File: src/hdl/vsl_pkg.sv
// Types, widths and constants of the three-axis velocity slew limiter.
// No dependencies; used by every module of the block.
package vsl_pkg;

	localparam int TGT_W  = 13;
	localparam int VEL_W  = 21;
	localparam int DIFF_W = 22;
	localparam int ACC_W  = 16;
	localparam int ELAP_W = 16;
	localparam int EQ_W   = 10;
	localparam int ER_W   = 7;
	localparam int STEP_W = 31;
	localparam int S10_W  = 18;
	localparam int TS_W   = 32;
	localparam int FRAC_SH = 5;
	localparam int IN_W   = 72;
	localparam int OUT_W  = 64;

	localparam logic [ACC_W-1:0]  ACCEL_RESET     = 16'd1000;
	localparam logic [ELAP_W-1:0] ELAPSED_DEFAULT = 16'd10;
	localparam logic [ELAP_W-1:0] ELAPSED_MAX     = 16'hFFFF;
	localparam logic [ELAP_W-1:0] ELAP_DIV        = 16'd125;

	// floor(x / 125) for 16-bit x: (x * 67109) >> 23
	localparam logic [16:0] EDIV_MUL = 17'd67109;
	localparam int          EDIV_SH  = 23;
	// floor(x / 125) for 28-bit x: (x * 274877907) >> 35
	localparam logic [28:0] FDIV_MUL = 29'd274877907;
	localparam int          FDIV_SH  = 35;
	// floor(x / 25) for 22-bit x: (x * 5368710) >> 27
	localparam logic [22:0] S10_MUL = 23'd5368710;
	localparam int          S10_SH  = 27;

	localparam logic OP_UPDATE = 1'b0;
	localparam logic OP_STOP   = 1'b1;

	localparam logic REG_ACCEL_LINEAR = 1'b0;
	localparam logic REG_ACCEL_TURN   = 1'b1;

	typedef struct packed {
		logic gt;
		logic zero;
	} lane_stat_t;

	typedef struct packed {
		logic stop;
		logic ramp;
	} lane_ctl_t;

	function automatic logic [VEL_W-1:0] vmag(input logic [VEL_W-1:0] v);
		return v[VEL_W-1] ? VEL_W'(~v + VEL_W'(1)) : v;
	endfunction

endpackage

File: src/hdl/vsl_step.sv
// Step size unit: acceleration times elapsed time, scaled by 256/1000.
// Uses vsl_pkg; two stages of products plus a registered 10 ms step.
module vsl_step (
	input  logic                         clk,
	input  logic                         en_s3,
	input  logic                         en_s4,
	input  logic [vsl_pkg::ACC_W-1:0]    accel,
	input  logic [vsl_pkg::EQ_W-1:0]     eq,
	input  logic [vsl_pkg::ER_W-1:0]     er,
	output logic [vsl_pkg::STEP_W-1:0]   step,
	output logic [vsl_pkg::STEP_W-1:0]   step10
);

	localparam int PEQ_W = vsl_pkg::ACC_W + vsl_pkg::EQ_W;
	localparam int PER_W = vsl_pkg::ACC_W + vsl_pkg::ER_W;
	localparam int FX_W  = PER_W + vsl_pkg::FRAC_SH;
	localparam int FP_W  = FX_W + 29;
	localparam int FR_W  = FP_W - vsl_pkg::FDIV_SH;
	localparam int SX_W  = vsl_pkg::ACC_W + 6;
	localparam int SP_W  = SX_W + 23;

	logic [PEQ_W-1:0] peq_s3;
	logic [PER_W-1:0] per_s3;
	logic [vsl_pkg::STEP_W-1:0] step_s4;
	logic [vsl_pkg::S10_W-1:0]  step10_q;

	logic [FX_W-1:0] frac_x;
	logic [FP_W-1:0] frac_p;
	logic [FR_W-1:0] frac;
	logic [SP_W-1:0] s10_p;

	always_ff @(posedge clk) begin
		if (en_s3) begin
			peq_s3 <= PEQ_W'(accel) * PEQ_W'(eq);
			per_s3 <= PER_W'(accel) * PER_W'(er);
		end
	end

	assign frac_x = {per_s3, vsl_pkg::FRAC_SH'(0)};
	assign frac_p = FP_W'(frac_x) * FP_W'(vsl_pkg::FDIV_MUL);
	assign frac   = frac_p[FP_W-1:vsl_pkg::FDIV_SH];

	always_ff @(posedge clk) begin
		if (en_s4) begin
			step_s4 <= vsl_pkg::STEP_W'({peq_s3, vsl_pkg::FRAC_SH'(0)})
				+ vsl_pkg::STEP_W'(frac);
		end
	end

	// 10 ms step: floor(accel * 64 / 25)
	assign s10_p = SP_W'({accel, 6'd0}) * SP_W'(vsl_pkg::S10_MUL);

	always_ff @(posedge clk) begin
		step10_q <= s10_p[vsl_pkg::S10_SH +: vsl_pkg::S10_W];
	end

	assign step   = step_s4;
	assign step10 = vsl_pkg::STEP_W'(step10_q);

endmodule

File: src/hdl/vsl_lane.sv
// One axis of the limiter: holds its velocity; moves it toward target or to zero.
// Uses vsl_pkg; the top level merges the status of the three lanes.
module vsl_lane (
	input  logic                               clk,
	input  logic                               arst_n,
	input  logic signed [vsl_pkg::TGT_W-1:0]   target,
	input  logic [vsl_pkg::STEP_W-1:0]         step,
	input  vsl_pkg::lane_ctl_t                 ctl,
	input  logic                               upd,
	output logic signed [vsl_pkg::VEL_W-1:0]   vel,
	output vsl_pkg::lane_stat_t                stat
);

	logic [vsl_pkg::VEL_W-1:0]  vel_q;
	logic [vsl_pkg::VEL_W-1:0]  tgt;
	logic [vsl_pkg::DIFF_W-1:0] diff;
	logic [vsl_pkg::DIFF_W-1:0] dmag;
	logic [vsl_pkg::VEL_W-1:0]  s;
	logic                       near;
	logic [vsl_pkg::VEL_W-1:0]  ramped;
	logic [vsl_pkg::VEL_W-1:0]  vel_d;

	assign tgt  = {target, 8'd0};
	assign diff = {tgt[vsl_pkg::VEL_W-1], tgt} - {vel_q[vsl_pkg::VEL_W-1], vel_q};
	assign dmag = diff[vsl_pkg::DIFF_W-1] ? vsl_pkg::DIFF_W'(~diff + vsl_pkg::DIFF_W'(1))
		: diff;
	assign near = vsl_pkg::STEP_W'(dmag) < step;
	assign s    = step[vsl_pkg::VEL_W-1:0];

	always_comb begin
		if (near)
			ramped = tgt;
		else if (diff[vsl_pkg::DIFF_W-1])
			ramped = vel_q - s;
		else if (diff != '0)
			ramped = vel_q + s;
		else
			ramped = vel_q;
	end

	always_comb begin
		if (ctl.stop)
			vel_d = '0;
		else if (ctl.ramp)
			vel_d = ramped;
		else
			vel_d = tgt;
	end

	always_ff @(posedge clk or negedge arst_n) begin
		if (!arst_n)
			vel_q <= '0;
		else if (upd)
			vel_q <= vel_d;
	end

	assign stat.gt   = vsl_pkg::vmag(tgt) > vsl_pkg::vmag(vel_q);
	assign stat.zero = (vel_q == '0);
	assign vel       = vel_q;

endmodule

File: src/hdl/three_axis_velocity_slew_limiter.sv
// Three-axis velocity slew limiter: top level with elapsed-time stage, step units,
// three axis lanes and the merge. Uses vsl_pkg, vsl_step and vsl_lane.
// Each input is registered through stages s1, s2, s3 and s4, then into the lane velocities and output valid.
// One item per cycle while m_tready does not stall the output; the velocity loop closes in the last stage.
// Reset clears velocities, timestamp, autonomous flag and pipeline valids;
// both acceleration registers return to 1000.
module three_axis_velocity_slew_limiter (
	input  logic                         clk,
	input  logic                         arst_n,
	input  logic                         cfg_we,
	input  logic                         cfg_index,
	input  logic [vsl_pkg::ACC_W-1:0]    cfg_data,
	input  logic                         s_tvalid,
	output logic                         s_tready,
	// target_x, target_y, target_w, force_ramp, now_ms
	input  logic [vsl_pkg::IN_W-1:0]     s_tdata,
	// op
	input  logic                         s_tuser,
	output logic                         m_tvalid,
	input  logic                         m_tready,
	// vel_x, vel_y, vel_w, autonomous
	output logic [vsl_pkg::OUT_W-1:0]    m_tdata
);

	typedef struct packed {
		logic                            op;
		logic [vsl_pkg::TGT_W-1:0]       tx;
		logic [vsl_pkg::TGT_W-1:0]       ty;
		logic [vsl_pkg::TGT_W-1:0]       tw;
		logic                            frc;
	} item_t;

	localparam int EP_W = vsl_pkg::ELAP_W + 17;

	logic [vsl_pkg::ACC_W-1:0] accel_lin_q;
	logic [vsl_pkg::ACC_W-1:0] accel_turn_q;
	logic [vsl_pkg::TS_W-1:0]  last_q;
	logic                      auto_q;
	logic v1_q, v2_q, v3_q, v4_q, ov_q;
	logic en1, en2, en3, en4, en5, acc_in;

	item_t in_item, item_s1, item_s2, item_s3, item_s4;
	logic [vsl_pkg::TS_W-1:0]   now;
	logic [vsl_pkg::TS_W-1:0]   dt;
	logic [vsl_pkg::ELAP_W-1:0] elapsed;
	logic [vsl_pkg::ELAP_W-1:0] elapsed_s1;
	logic [EP_W-1:0]            eprod;
	logic [vsl_pkg::EQ_W-1:0]   eq, eq_s2;
	logic [vsl_pkg::ELAP_W-1:0] erem;
	logic [vsl_pkg::ER_W-1:0]   er_s2;

	logic [vsl_pkg::STEP_W-1:0] step_lin, step_turn, s10_lin, s10_turn;
	logic [vsl_pkg::STEP_W-1:0] st_lin, st_turn;
	logic                       use_default;
	vsl_pkg::lane_ctl_t         ctl;
	vsl_pkg::lane_stat_t        stat_x, stat_y, stat_w;
	logic signed [vsl_pkg::VEL_W-1:0] vel_x, vel_y, vel_w;
	logic upd;

	// configuration
	always_ff @(posedge clk or negedge arst_n) begin
		if (!arst_n) begin
			accel_lin_q  <= vsl_pkg::ACCEL_RESET;
			accel_turn_q <= vsl_pkg::ACCEL_RESET;
		end else if (cfg_we) begin
			case (cfg_index)
				vsl_pkg::REG_ACCEL_LINEAR: accel_lin_q  <= cfg_data;
				vsl_pkg::REG_ACCEL_TURN:   accel_turn_q <= cfg_data;
				default: ;
			endcase
		end
	end

	// stage enables: advance a stage when the next one is empty or advancing
	assign en5      = !ov_q || m_tready;
	assign en4      = !v4_q || en5;
	assign en3      = !v3_q || en4;
	assign en2      = !v2_q || en3;
	assign en1      = !v1_q || en2;
	assign s_tready = en1;
	assign acc_in   = s_tvalid && s_tready;

	assign in_item.op  = s_tuser;
	assign in_item.tx  = s_tdata[12:0];
	assign in_item.ty  = s_tdata[25:13];
	assign in_item.tw  = s_tdata[38:26];
	assign in_item.frc = s_tdata[39];
	assign now         = s_tdata[71:40];

	// elapsed time against the last update
	assign dt = now - last_q;
	always_comb begin
		if (last_q == '0 || dt == '0)
			elapsed = vsl_pkg::ELAPSED_DEFAULT;
		else if (dt > vsl_pkg::TS_W'(vsl_pkg::ELAPSED_MAX))
			elapsed = vsl_pkg::ELAPSED_MAX;
		else
			elapsed = dt[vsl_pkg::ELAP_W-1:0];
	end

	always_ff @(posedge clk or negedge arst_n) begin
		if (!arst_n)
			last_q <= '0;
		else if (acc_in)
			last_q <= (s_tuser == vsl_pkg::OP_STOP) ? '0 : now;
	end

	always_ff @(posedge clk or negedge arst_n) begin
		if (!arst_n) begin
			v1_q <= 1'b0;
			v2_q <= 1'b0;
			v3_q <= 1'b0;
			v4_q <= 1'b0;
			ov_q <= 1'b0;
		end else begin
			if (en1) v1_q <= s_tvalid;
			if (en2) v2_q <= v1_q;
			if (en3) v3_q <= v2_q;
			if (en4) v4_q <= v3_q;
			if (en5) ov_q <= v4_q;
		end
	end

	// split elapsed into quotient and remainder by 125
	assign eprod = EP_W'(elapsed_s1) * EP_W'(vsl_pkg::EDIV_MUL);
	assign eq    = eprod[vsl_pkg::EDIV_SH +: vsl_pkg::EQ_W];
	assign erem  = elapsed_s1 - vsl_pkg::ELAP_W'(vsl_pkg::ELAP_W'(eq) * vsl_pkg::ELAP_DIV);

	always_ff @(posedge clk) begin
		if (en1) begin
			item_s1    <= in_item;
			elapsed_s1 <= elapsed;
		end
		if (en2) begin
			item_s2 <= item_s1;
			eq_s2   <= eq;
			er_s2   <= erem[vsl_pkg::ER_W-1:0];
		end
		if (en3) item_s3 <= item_s2;
		if (en4) item_s4 <= item_s3;
	end

	vsl_step u_step_lin (
		.clk    (clk),
		.en_s3  (en3),
		.en_s4  (en4),
		.accel  (accel_lin_q),
		.eq     (eq_s2),
		.er     (er_s2),
		.step   (step_lin),
		.step10 (s10_lin)
	);

	vsl_step u_step_turn (
		.clk    (clk),
		.en_s3  (en3),
		.en_s4  (en4),
		.accel  (accel_turn_q),
		.eq     (eq_s2),
		.er     (er_s2),
		.step   (step_turn),
		.step10 (s10_turn)
	);

	// merge lane status
	assign use_default = stat_x.zero && stat_y.zero && stat_w.zero;
	assign ctl.stop    = (item_s4.op == vsl_pkg::OP_STOP);
	assign ctl.ramp    = item_s4.frc || stat_x.gt || stat_y.gt || stat_w.gt;
	assign st_lin      = use_default ? s10_lin : step_lin;
	assign st_turn     = use_default ? s10_turn : step_turn;
	assign upd         = v4_q && en5;

	vsl_lane u_lane_x (
		.clk    (clk),
		.arst_n (arst_n),
		.target (item_s4.tx),
		.step   (st_lin),
		.ctl    (ctl),
		.upd    (upd),
		.vel    (vel_x),
		.stat   (stat_x)
	);

	vsl_lane u_lane_y (
		.clk    (clk),
		.arst_n (arst_n),
		.target (item_s4.ty),
		.step   (st_lin),
		.ctl    (ctl),
		.upd    (upd),
		.vel    (vel_y),
		.stat   (stat_y)
	);

	vsl_lane u_lane_w (
		.clk    (clk),
		.arst_n (arst_n),
		.target (item_s4.tw),
		.step   (st_turn),
		.ctl    (ctl),
		.upd    (upd),
		.vel    (vel_w),
		.stat   (stat_w)
	);

	always_ff @(posedge clk or negedge arst_n) begin
		if (!arst_n)
			auto_q <= 1'b0;
		else if (upd && !ctl.stop && ctl.ramp)
			auto_q <= 1'b1;
	end

	assign m_tvalid = ov_q;
	assign m_tdata  = {auto_q, vel_w, vel_y, vel_x};

endmodule

File: config.mk
export PLATFORM = sky130hd
export DESIGN_NAME = three_axis_velocity_slew_limiter
export DESIGN_NICKNAME = d
export VERILOG_FILES = /design/src/hdl/vsl_pkg.sv /design/src/hdl/vsl_step.sv /design/src/hdl/vsl_lane.sv /design/src/hdl/three_axis_velocity_slew_limiter.sv
export SDC_FILE = /design/constraint.sdc
export NUM_CORES = 2
export LEC_CHECK = 0
export ABC_CLOCK_PERIOD_IN_PS = 14000
export CORE_UTILIZATION = 48
export DETAILED_ROUTE_END_ITERATION = 16
export DONT_BUFFER_PORTS = 1
export GPL_TIMING_DRIVEN = 0
export PLACE_DENSITY = 0.7
export SLEW_MARGIN = 30
export SYNTH_ARGS = -nofsm -noshare
export SYNTH_HDL_FRONTEND = slang
export SYNTH_SLANG_ARGS = --single-unit
File: constraint.sdc
create_clock -name clk -period 14 [get_ports clk]
set_input_delay 1.4 -clock clk [delete_from_list [all_inputs] [get_ports clk]]
set_output_delay 1.4 -clock clk [all_outputs]
set_load 0.01 [all_outputs]
-- Word level (Yosys, flattened, before mapping)
Index checks and enable logic that the tools add are counted.
- flip-flop bits (word level): 526
- bits of input ports: 95
- add/subtract/negate cells: 22
- multipliers: 10
- order comparisons: 7
- eq/ne operators: 3
- multiplexer cells: 28
- bitwise operators: 10
- reductions and logical operators: 35
- operators by type and width (kind ; count):
    $mux W21 ; 21
    $add A21 B1 Y21 const B ; 6
    $not A21 Y21 ; 6
    $mul A23 B29 Y52 const B ; 2
    $lt A22 B31 Y1 ; 3
    $mul A16 B22 Y38 const B ; 2
    $add A22 B1 Y22 const B ; 3
    $mux W22 ; 3
    $not A22 Y22 ; 3
    $reduce_bool A22 Y1 ; 3
    $sub A21 B21 Y22 ; 3
    $logic_not A32 Y1 ; 2
    $add A21 B21 Y21 ; 3
    $gt A21 B21 Y1 ; 3
    $logic_not A21 Y1 ; 3
    $sub A21 B21 Y21 ; 3
    $add A31 B22 Y31 ; 2
    $mux W31 ; 2
    $mul A16 B10 Y26 ; 2
    $mul A16 B7 Y23 ; 2
    $mul A16 B17 Y33 const B ; 1
    $gt A32 B16 Y1 const B ; 1
    $mux W32 ; 1
    $sub A32 B32 Y32 ; 1
    other kinds (10) ; 34

-- Longest topological paths before layout
- depth in word-level cells: 10
- mapped depth: 40

-- Cells and area by module
A second synthesis with hierarchy kept.
- cell total of the unflattened synthesis: 8717
- area, all modules: 85434.4 sq um
- modules (own cells, without submodules) (module ; times used ; cells an instance ; area each (sq um)):
    vsl_step at u_step_lin ; 1 ; 2721 ; 27109.8
    vsl_step at u_step_turn ; 1 ; 2676 ; 26880.8
    vsl_lane ; 3 ; 713 ; 5388.9
    three_axis_velocity_slew_limiter ; 1 ; 1181 ; 15277.2

-- Worst setup path after synthesis
Ideal clock, no wire load.
- path type: register to register
- from: reg u_step_turn.per_s3[11]
- to: reg u_step_turn.step_s4 (netlist bit u_step_turn.step[25]), data pin
- library setup time: 0.260 ns
- arrival time: 8.733 ns
- path slack: 5.007 ns
- stages on the path, launching flop included: 33
- path buffers: 0
- path through: edfxtp_1 -> fa_1 -> inv_1 -> fa_1 -> fa_1 -> inv_1 -> fa_1 -> fa_1 -> fa_1 -> fa_1 -> ha_1 -> and4_1 -> nand3_1 -> or2_2 -> o221a_2 -> nand3_1 -> and3_1 -> o31a_1 -> nor2_1 -> ha_1 -> fa_1 -> a21o_1 -> a21oi_1 -> o21bai_1 -> a21oi_1 -> nor2b_1 -> o21a_1 -> o31a_1 -> o41ai_1 -> o21ai_0 -> o41ai_1 -> nor2_1 -> xor2_1
- word-level cells in the longest chain between the ends: 2
- RTL lines (what ; RTL line ; source):
    start: declaration ; vsl_step.sv:23 ; logic [PER_W-1:0] per_s3;
    start signal: assignment ; vsl_step.sv:35 ; per_s3 <= PER_W'(accel) * PER_W'(er);
    $mul A23 B29 Y52 ; vsl_step.sv:40 ; assign frac_p = FP_W'(frac_x) * FP_W'(vsl_pkg::FDIV_MUL);
    $add A31 B22 Y31 ; vsl_step.sv:46 ; + vsl_pkg::STEP_W'(frac);
    end signal: assignment ; vsl_step.sv:45 ; step_s4 <= vsl_pkg::STEP_W'({peq_s3, vsl_pkg::FRAC_SH'(0)})
    end: declaration ; vsl_step.sv:24 ; logic [vsl_pkg::STEP_W-1:0] step_s4;
Every way passes these cells.
A chain may end at the register's enable or synchronous reset.

-- Final worst setup path
- from: reg u_step_turn.per_s3[8]
- to: reg u_step_turn.step_s4 (netlist bit u_step_turn.step[29]), data pin
Same word-level chain as after synthesis.

==> impl_metrics.csv <==
group,metric,value,unit
route,viasPerCell,5.57,
placed_design,portBuffers,0,
logic_synthesis,synth_ff_type,"edfxtp_1",
floorplanning,die_area,171000,um^2
placed_design,routabilityCongestion,0.962,
route,routed_wl,221000,um
floorplanning,start_util,0.485,
hold_path,hold_path.class,"in -> async",
worst_setup_path,cp-end-kind,"flip-flop",
floorplanning,num_rows,150,
sta,final_max_slew_viol_count,0,
grt,grt_max_degree,134,
floorplanning,die_y,414,um
sta,fin_crit_sh,0.755,
logic_synthesis,yosysSeqAreaShare,0.181,
floorplanning,core-area,168000,um^2
route,wl_met3,14000,um
grt,overflow,0,
final_layout,finalNonFillerCells,10661,
logic_synthesis,netlist_instances,8314,
route,post_drt_wl_per_cell,20.7,um
worst_setup_path,crit_buf_inv,2,
clocking,postCtsHoldBufs,0,
clocking,cts.repair.resized,0,
logic_synthesis,syn-num-nets,10867,
job,cap_violations,0,
route,highest_layer,"met4",
sta,tightest_slew,1020,ps
grt,grt_pass1_wl,348000,um
logic_synthesis,synth-xor-area-share,0.0558,
sta,fin_crit,10580,ps
floorplanning,ioPinCount,161,
route,drt_first_pass_iters,6,
sta,max_freq,94.5,MHz
route,drtIter0Drc,3930,
grt,grt_pass1_vias,61917,
logic_synthesis,synthArstFlopShare,0.253,
logic_synthesis,synth_compound_area_frac,0.0906,
run_status,status,"complete, no violations",
clocking,cts.clk_slew.worst_paths,80,ps
route,wl_met2,104000,um
logic_synthesis,ys_seq_elements,526,
grt,antenna_found_initial,9,
worst_setup_path,crit_family,"adder cells",
clocking,cts_tree,"built",
sta,rsz0062_at_grt,"no",
clocking,cts-root-buf,"clkbuf_16",
clocking,cts_setup_buffers,0,
worst_setup_path,crit_type,"reg -> reg",
logic_synthesis,synthSimpleGateAreaFrac,0.113,
route,drc,0,
worst_setup_path,crit_path_start_kind,"flip-flop",
logic_synthesis,syn_area_per_cell,9.81,um^2
sta,hold_violations,0,
logic_synthesis,yosysWarningCount,0,
route,ant_nets,0,
logic_synthesis,synthDistinctLibCells,93,
final_layout,fin_nets,10944,
sta,slew_headroom,0.301,
sta,fin_tns_setup,0,ps
sta,finalSetupViolCount,0,
worst_setup_path,arrival,11030,ps
clocking,cts_max_path_buffers,3,
clocking,numClockSinks,526,
clocking,cts_made_buffers,60,
logic_synthesis,synth-edff-count,357,
worst_setup_path,cp.required,14450,ps
floorplanning,die_x,414,um
worst_setup_path,cp_slowest_cell,"edfxtp_1",
clocking,clk_latency,720,ps
placed_design,dp_hpwl,186000,um
grt,grt.total_usage,0.259,
logic_synthesis,netlist_area,81500,um^2
clocking,htree_levels,2,
route,vias,59403,
final_layout,fillers,14965,
logic_synthesis,synth_top_family_by_area,"adder cells",
logic_synthesis,synthAdderAreaFrac,0.470,
placed_design,dp.cells,10533,
final_layout,drive_above_1_share,0.0314,
sta,skew,70.4,ps
route,wl_met1,94000,um
worst_setup_path,critical-path-max-stage-delay,690,ps
logic_synthesis,synthMuxAreaShare,0.0101,
worst_setup_path,crit_top_cell,"fa_1",
worst_setup_path,crit_fanout,9,
final_layout,syn_to_final_growth,6.31,%
sta,timing.hold.ws,366,ps
==> worst register-to-register path, delay by kind of cell (launching register included) <==
family,cells,cell delay [ps]
fa+ha+maj,10,4540
simple gates,8,1560
buf+inv,2,170
xor+xnor,1,180
flops,1,690
compound gates,11,3210
==> path summary, 6_finish.rpt <==
path                            cells after the start             startpoint                    to  slack [ps]
worst min register to register                      0             item_s1[9]            item_s2[9]         390
worst max register to register                     32  u_step_turn.per_s3[8]  u_step_turn.step[29]        3420
max in group asynchronous                           0                 arst_n            last_q[24]       13130
min in group clk                                    0             item_s1[9]            item_s2[9]         390
worst max-delay path                               32  u_step_turn.per_s3[8]  u_step_turn.step[29]        3420
worst min-delay path                                0                 arst_n      u_lane_y.vel[18]         370
==> cells in the mapped netlist (46+ instances only) <==
library cell | instances | share of area
nor2_1 | 345 | 0.016
nand3_1 | 90 | 0.0055
nor2b_1 | 57 | 0.0044
xnor2_1 | 381 | 0.041
nor4_1 | 50 | 0.0038
and2_1 | 249 | 0.019
clkbuf_1 | 170 | 0.0078
edfxtp_1 | 357 | 0.13
xor2_1 | 138 | 0.015
ha_1 | 1447 | 0.22
a31oi_1 | 46 | 0.0035
a21oi_1 | 306 | 0.019
o21ai_0 | 250 | 0.015
nand2b_1 | 91 | 0.0070
mux2i_1 | 51 | 0.0063
a21o_1 | 119 | 0.011
inv_1 | 1475 | 0.068
o21a_1 | 74 | 0.0068
nor3_1 | 120 | 0.0074
dfrtp_1 | 121 | 0.037
fa_1 | 1011 | 0.25
o31ai_1 | 95 | 0.0087
nand2_1 | 675 | 0.031
==> cell families (layout without fill, tap and decap cells) <==
kind of cell               Yosys count  in the layout
buffers and inverters             1683           1812
adders and majority gates         2458           2458
AOI/OAI and AO/OA                 1147           1147
and+or+nand+nor                   1903           1903
muxes                               78             78
DFF                                526            526
other                                0             14
xor gates and xnor gates           519            519
==> metrics by stage <==
step	utilization	setup slack, ps	instance area [um^2]
floorplan	-	5010	81500
global placement	0.502	3180	84300
detailed placement	0.503	3470	84600
CTS	0.516	3500	86600
global route	0.516	2810	86700
finish	0.516	3420	86700
==> registers in the layout (all words and copies together), names as in the netlist, 18 cells and up <==
signal and cells:
item_s1 41, item_s2 41, item_s3 41, item_s4 40, last_q 32, u_lane_w.vel 21
u_lane_x.vel 21, u_lane_y.vel 21, u_step_lin.peq_s3 26, u_step_lin.per_s3 23, u_step_lin.step 31, u_step_lin.step10_q 18
u_step_turn.peq_s3 26, u_step_turn.per_s3 23, u_step_turn.step 31, u_step_turn.step10_q 18
==> routing by layer <==
metal	track usage	vias up
li1	-	27736
met1	0.341	29358
met2	0.437	1911
met3	0.0317	398
met4	0.0965	0
met5	0	-
==> final cells by class <==
class | instances | area (um^2) | area share
Antenna cell | 14 | 35.0 | 0.000404
Buffer | 208 | 865 | 0.00998
Clock buffer | 68 | 1580 | 0.0183
Clock inverter | 46 | 472 | 0.00544
Inverter | 1475 | 5540 | 0.0639
Multi-Input combinational cell | 6105 | 60400 | 0.697
Sequential cell | 526 | 14800 | 0.171
Tap cell | 2204 | 2760 | 0.0318
Timing Repair Buffer | 15 | 239 | 0.00276
==> cell usage in the layout, fill, tap and decap left out, drive strengths merged, types with 57 or more instances in the layout <==
cell    instances
a21o          119
and2          250
nand3          92
edfxtp        357
clkbuf        238
o31ai          97
nand2         675
xor2          138
nor3          123
nor2b          57
fa           1011
a21oi         306
o21a           74
ha           1447
nor2          345
xnor2         381
o21ai         254
inv          1486
dfrtp         121
nand2b         91
Power is left out: the tool's default activity adds up to more than one toggle a clock period on the data nets, which glitch-free logic cannot reach.
